## config.mk

```make
export PLATFORM = sky130hd
export DESIGN_NAME = skt_ctrl
export DESIGN_NICKNAME = d
export VERILOG_FILES = /design/src/hw/rtl/skt_pkg.sv /design/src/hw/rtl/skt_ctrl.sv
export SDC_FILE = /design/constraint.sdc
export NUM_CORES = 1
export LEC_CHECK = 0
export ABC_CLOCK_PERIOD_IN_PS = 1400
export BUFFER_PORTS_ARGS = -buffer_cell sky130_fd_sc_hd__buf_2
export CAP_MARGIN = 10
export CORE_AREA = 2 2 39 41
export DETAILED_ROUTE_END_ITERATION = 8
export DIE_AREA = 0 0 41 43
export GPL_TIMING_DRIVEN = 0
export RECOVER_POWER = 25
export SLEW_MARGIN = 40
export SYNTH_ARGS = -nofsm -noshare
export SYNTH_HDL_FRONTEND = slang
export SYNTH_SLANG_ARGS = --single-unit
```

## constraint.sdc

```tcl
create_clock -name clock -period 1.4 [get_ports clock]
set_input_delay 0.07 -clock clock [delete_from_list [all_inputs] [get_ports clock]]
set_output_delay 0.07 -clock clock [all_outputs]
set_load 0.03 [all_outputs]
```

## src/hw/rtl/skt_pkg.sv

```systemverilog
package skt_pkg;

   localparam int DEPTH        = 16;
   localparam int KEY_BITS     = 64;
   localparam int PAYLOAD_BITS = 32;
   localparam int IDX_W        = $clog2(DEPTH);
   localparam int CNT_W        = $clog2(DEPTH + 1);
   localparam int SRCH_W       = CNT_W + 2;
   localparam int OP_W         = 3;
   localparam int POS_W        = 4;
   localparam int STATUS_W     = 2;
   localparam int FPOS_W       = 4;

   localparam logic [OP_W-1:0] OP_INSERT    = 3'd0;
   localparam logic [OP_W-1:0] OP_DELETE    = 3'd1;
   localparam logic [OP_W-1:0] OP_FIND      = 3'd2;
   localparam logic [OP_W-1:0] OP_READ      = 3'd3;
   localparam logic [OP_W-1:0] OP_OVERWRITE = 3'd4;

   localparam logic [STATUS_W-1:0] STAT_OK       = 2'd0;
   localparam logic [STATUS_W-1:0] STAT_FULL     = 2'd1;
   localparam logic [STATUS_W-1:0] STAT_NOTFOUND = 2'd2;
   localparam logic [STATUS_W-1:0] STAT_RANGE    = 2'd3;

   typedef struct packed {
      logic [OP_W-1:0]         op;
      logic [KEY_BITS-1:0]     key;
      logic [PAYLOAD_BITS-1:0] payload;
      logic [POS_W-1:0]        position;
   } req_type;

   typedef struct packed {
      logic [STATUS_W-1:0]     status;
      logic [FPOS_W-1:0]       found_position;
      logic [KEY_BITS-1:0]     read_key;
      logic [PAYLOAD_BITS-1:0] read_payload;
      logic [CNT_W-1:0]        entry_count;
   } rsp_type;

   // controller to datapath
   typedef struct packed {
      logic load;
      logic exec;
      logic step;
   } cmd_type;

   // datapath to controller
   typedef struct packed {
      logic is_find;
      logic search_end;
   } stat_type;

endpackage

```

## src/hw/rtl/skt_ctrl.sv

```systemverilog
module skt_ctrl (
   input  logic              clock,
   input  logic              reset,
   input  logic              start,
   input  skt_pkg::stat_type stat,
   output skt_pkg::cmd_type  cmd,
   output logic              busy
);

   typedef enum logic [2:0] {
      S_IDLE   = 3'b001,
      S_EXEC   = 3'b010,
      S_SEARCH = 3'b100
   } state_type;

   state_type state_ff, state_in;

   always_comb begin
      state_in = state_ff;
      unique case (state_ff)
         S_IDLE: begin
            if (start) state_in = S_EXEC;
         end
         S_EXEC: begin
            state_in = stat.is_find ? S_SEARCH : S_IDLE;
         end
         S_SEARCH: begin
            if (stat.search_end) state_in = S_IDLE;
         end
         default: begin
            state_in = S_IDLE;
         end
      endcase
   end

   always_ff @(posedge clock) begin
      if (reset) begin
         state_ff <= S_IDLE;
      end else begin
         state_ff <= state_in;
      end
   end

   assign busy     = (state_ff != S_IDLE);
   assign cmd.load = (state_ff == S_IDLE) && start;
   assign cmd.exec = (state_ff == S_EXEC);
   assign cmd.step = (state_ff == S_SEARCH);

endmodule

```

== After elaboration in Yosys (flattened, before gate mapping) ==
Cells that the tools add are included.
Word-level totals
  bits in writable memories: 0
  bits in latches: 0
  bits in read-only memories: 0
  register bits: 3
  input port bits: 5
  memories kept: 0
Cells by class
  $add $sub $neg: 0
  multipliers: 0
  eq/ne operators: 6
  reductions and logical operators: 2
  $lt $le $gt $ge: 0
  shifts and indexed selects: 0
  divide/modulo/power cells: 0
  mux-type cells: 4
  bitwise operators: 0
Operators with widths (count)
  $mux W3: 3
  $pmux W3 S3: 1
  $ne A2 B2 Y1 const B: 2
  $eq A3 B1 Y1 const B: 1
  $eq A3 B2 Y1 const B: 1
  $eq A3 B3 Y1 const B: 1
  $ne A3 B1 Y1 const B: 1
  $reduce_and A2 Y1: 1
  $logic_and A1 B1 Y1: 1

== Depth between registers and ports, before layout ==
  depth in word-level cells: 3
  depth in mapped cells: 2

== Worst setup path before layout ==
Ideal clock, no wire load.
  path kind: register to output
  start: reg state_ff[1]
  end: out cmd[1] (netlist bit)
  setup slack: 0.182 ns
  cell stages (with the launch flop): 2
  required time: 1.330 ns
  arrival: 1.148 ns
  cell sequence: dfxtp_1 > nor3b_1
RTL lines
  start, declared: RTL line skt_ctrl.sv:16  | state_type state_ff, state_in;
  start signal, assigned: RTL line skt_ctrl.sv:40  | state_ff <= state_in;
  end, declared: RTL line skt_ctrl.sv:6  | output skt_pkg::cmd_type cmd,

==> results.cfg <==
[outcome]
status = finished, final reports clean

[global_routing]
antenna_found_initial = 0
grt_usage_pct = 6.83
gr-total-overflow = 0
grt_start_max_net_pins = 9
grt_pass1_vias = 168
grt_pass1_wl_um = 634

[setup_path]
worstPathMaxFanout = 8
worstReg2RegEnd = state_ff[2]
path_class = flop to output pin
cp.required_ns = 1.33
reg2reg_depth = 2
cp-end-kind = output pin
regToRegSetupSlack_ns = 0.37
r2r_start = state_ff[2]
cp-start-kind = flop
cp.arrival_ns = 1.14

[cts]
path_clk_slew_ns = 0.04
cts.repair.resized = 0
ctsHoldBuffers = 0
cts_tree = built
clockBufferDepth = 2
cts_setup_buffers = 0
htree_num_levels = 1
cts_sinks = 3
root_buffer = clkbuf_4
clk-insertion-delay-late_ns = 0.23
numCtsBuffers = 3

[layout]
fillerInstances = 165
largest_reg_flops = 3
synthToLayoutAreaGrowth_pct = 51.9
drive_gt1_share_pct = 50.0
top_regs = state_ff (3)
utilization_pct = 18.3
multiInputGateArea_um2 = 103
regMostFlops = state_ff
nNetsFinal = 34
stdcell_count = 44
ff_latch_area_um2 = 60.1
postLayoutCellArea_um2 = 253
antenna_cells = 0

[worst_hold_path]
hold_path_end = state_ff[2]
min_from = reset
whs_path_depth = 2
hold_path.class = primary input to flop

[run]
max_cap_violations = 0

[place]
port_buffers = 8
dpl.hpwl_um = 300
placedCellCount = 40
gp_congestion = 0.647
place_area_um2 = 226

[timing]
fin_crit_ns = 1.21
finalSetupTns_ns = 0
hold_viol = 0
rsz0062_at_grt = no
finalCritPeriodShare_pct = 86.2
fin_skew_ns = 0.000619
fmax_mhz = 829
worst_slew_pin_slew_ns = 0.267
setup_viol = 0
slew_headroom_pct = 82.0
slew_viol_final = 0

[detailed_routing]
routed_wl_um = 381
via_per_inst = 3.77
postRouteAntennaNets = 0
wl_per_cell_um = 8.66
dr.pass1.iters = 2
drt-initial-drc-count = 1
drc = 0
vias = 166

[logic_synthesis]
netlist_area_um2 = 166
synth.top_cell.area_share_pct = 36.1
avgSynthCellArea_um2 = 10.4
ys_warn_count = 0
ys_ff_latch = 3
synthCells = 16
ys_top_cells_by_area = dfxtp_1 36%, and4bb_4 9.8%, nor3b_1 9.0%, a211oi_2 7.5%, and4bb_2 7.5%
yosysTopAreaCell = dfxtp_1
synth_seq_area_share_pct = 36.1
ys_types = 13
syn_nets = 21

[power_and_ir_drop]
power.switching_w = 0.0000738
p_comb_share_pct = 14.1
p_leak_nw = 0.107
switching_share_pct = 25.6
cellPowerDensity_mw_per_mm2 = 1140
finalPower_w = 0.000288
p_seq_share_pct = 33.7
pwr-share-clk_pct = 52.3
p_int_w = 0.000215
ir_drop_uv = 272

[die]
start_util_pct = 12.0
die_w_um = 41
io_pins = 9
rows = 14
core_mm2 = 0.00138
die_h_um = 43
die_area_mm2 = 0.00176
## cell families after synthesis
family                 after synthesis  share of synthesized area (%)
AOI/OAI and AO/OA                    2                           12.0
and+or+nand+nor                     10                           49.6
buffers and inverters                1                           2.25
DFF                                  3                           36.1
## cell usage in the layout, fill, tap and decap left out
| cell type | n |
|---|---|
| a211oi_2 | 1 |
| and2_1 | 1 |
| and4bb_2 | 1 |
| and4bb_4 | 1 |
| buf_2 | 8 |
| clkbuf_1 | 1 |
| clkbuf_4 | 3 |
| dfxtp_1 | 3 |
| inv_1 | 1 |
| nand2_1 | 1 |
| nand3b_1 | 1 |
| nor2_1 | 1 |
| nor3b_1 | 2 |
| nor4b_1 | 1 |
| o31ai_1 | 1 |
| or3b_1 | 1 |
## power groups by stage
| stage | Combinational (W) | Clock (W) | Sequential (W) |
|---|---|---|---|
| final | 0.0000406 | 0.000151 | 0.0000971 |
| after CTS | 0.0000413 | 0.000161 | 0.0000972 |
| after global placement | 0.0000413 | 0 | 0.0000982 |
| after detailed placement | 0.0000412 | 0 | 0.0000986 |
| after floorplan | 0.0000275 | 0 | 0.0000967 |
| after global routing | 0.0000444 | 0.000171 | 0.0000978 |
## final cells by class
cell class              instances  area share, %
repair buffers                  8           15.8
clock buffers                   4           10.4
well taps                      16           7.92
multi-input cells              12           40.6
flip-flops and latches          3           23.8
inverters                       1           1.49
## cell usage after synthesis
master / number
nand2_1: 1
o31ai_1: 1
or3b_1: 1
inv_1: 1
nor4b_1: 1
nor3b_1: 2
nand3b_1: 1
and2_1: 1
and4bb_2: 1
and4bb_4: 1
nor2_1: 1
a211oi_2: 1
dfxtp_1: 3
## worst max-delay path, stage by stage (launching register included)
cell and delay, ns:
dfxtp_1 0.35, and4bb_4 0.36, buf_2 0.19
## routing by layer
metal	vias to the layer above	track usage [%]	share of wire [%]
li1	84	-	-
met2	5	7.81	53
met4	0	16.0	7.1
met5	-	0	0
met1	75	5.14	33
met3	2	1.57	7.1
## per-stage QoR
stage               hold slack, ns  worst slack, ns
finish                      0.0122            0.193
global route                0.0166            0.137
CTS                        0.00437            0.171
detailed placement           0.255            0.366
global placement             0.251            0.382
floorplan                    0.135            0.182
## worst max path at each step
stage          slack, ns     endpoint   startpoint
4_1_cts             0.17       cmd[2]  state_ff[1]
2_1_floorplan       0.18       cmd[1]  state_ff[1]
5_1_grt             0.14       cmd[2]  state_ff[1]
3_5_place_dp        0.37  state_ff[2]  state_ff[2]
6_report            0.19       cmd[2]  state_ff[1]
3_3_place_gp        0.38  state_ff[2]  state_ff[2]
Note: power is estimated with default switching activity, not from simulation.
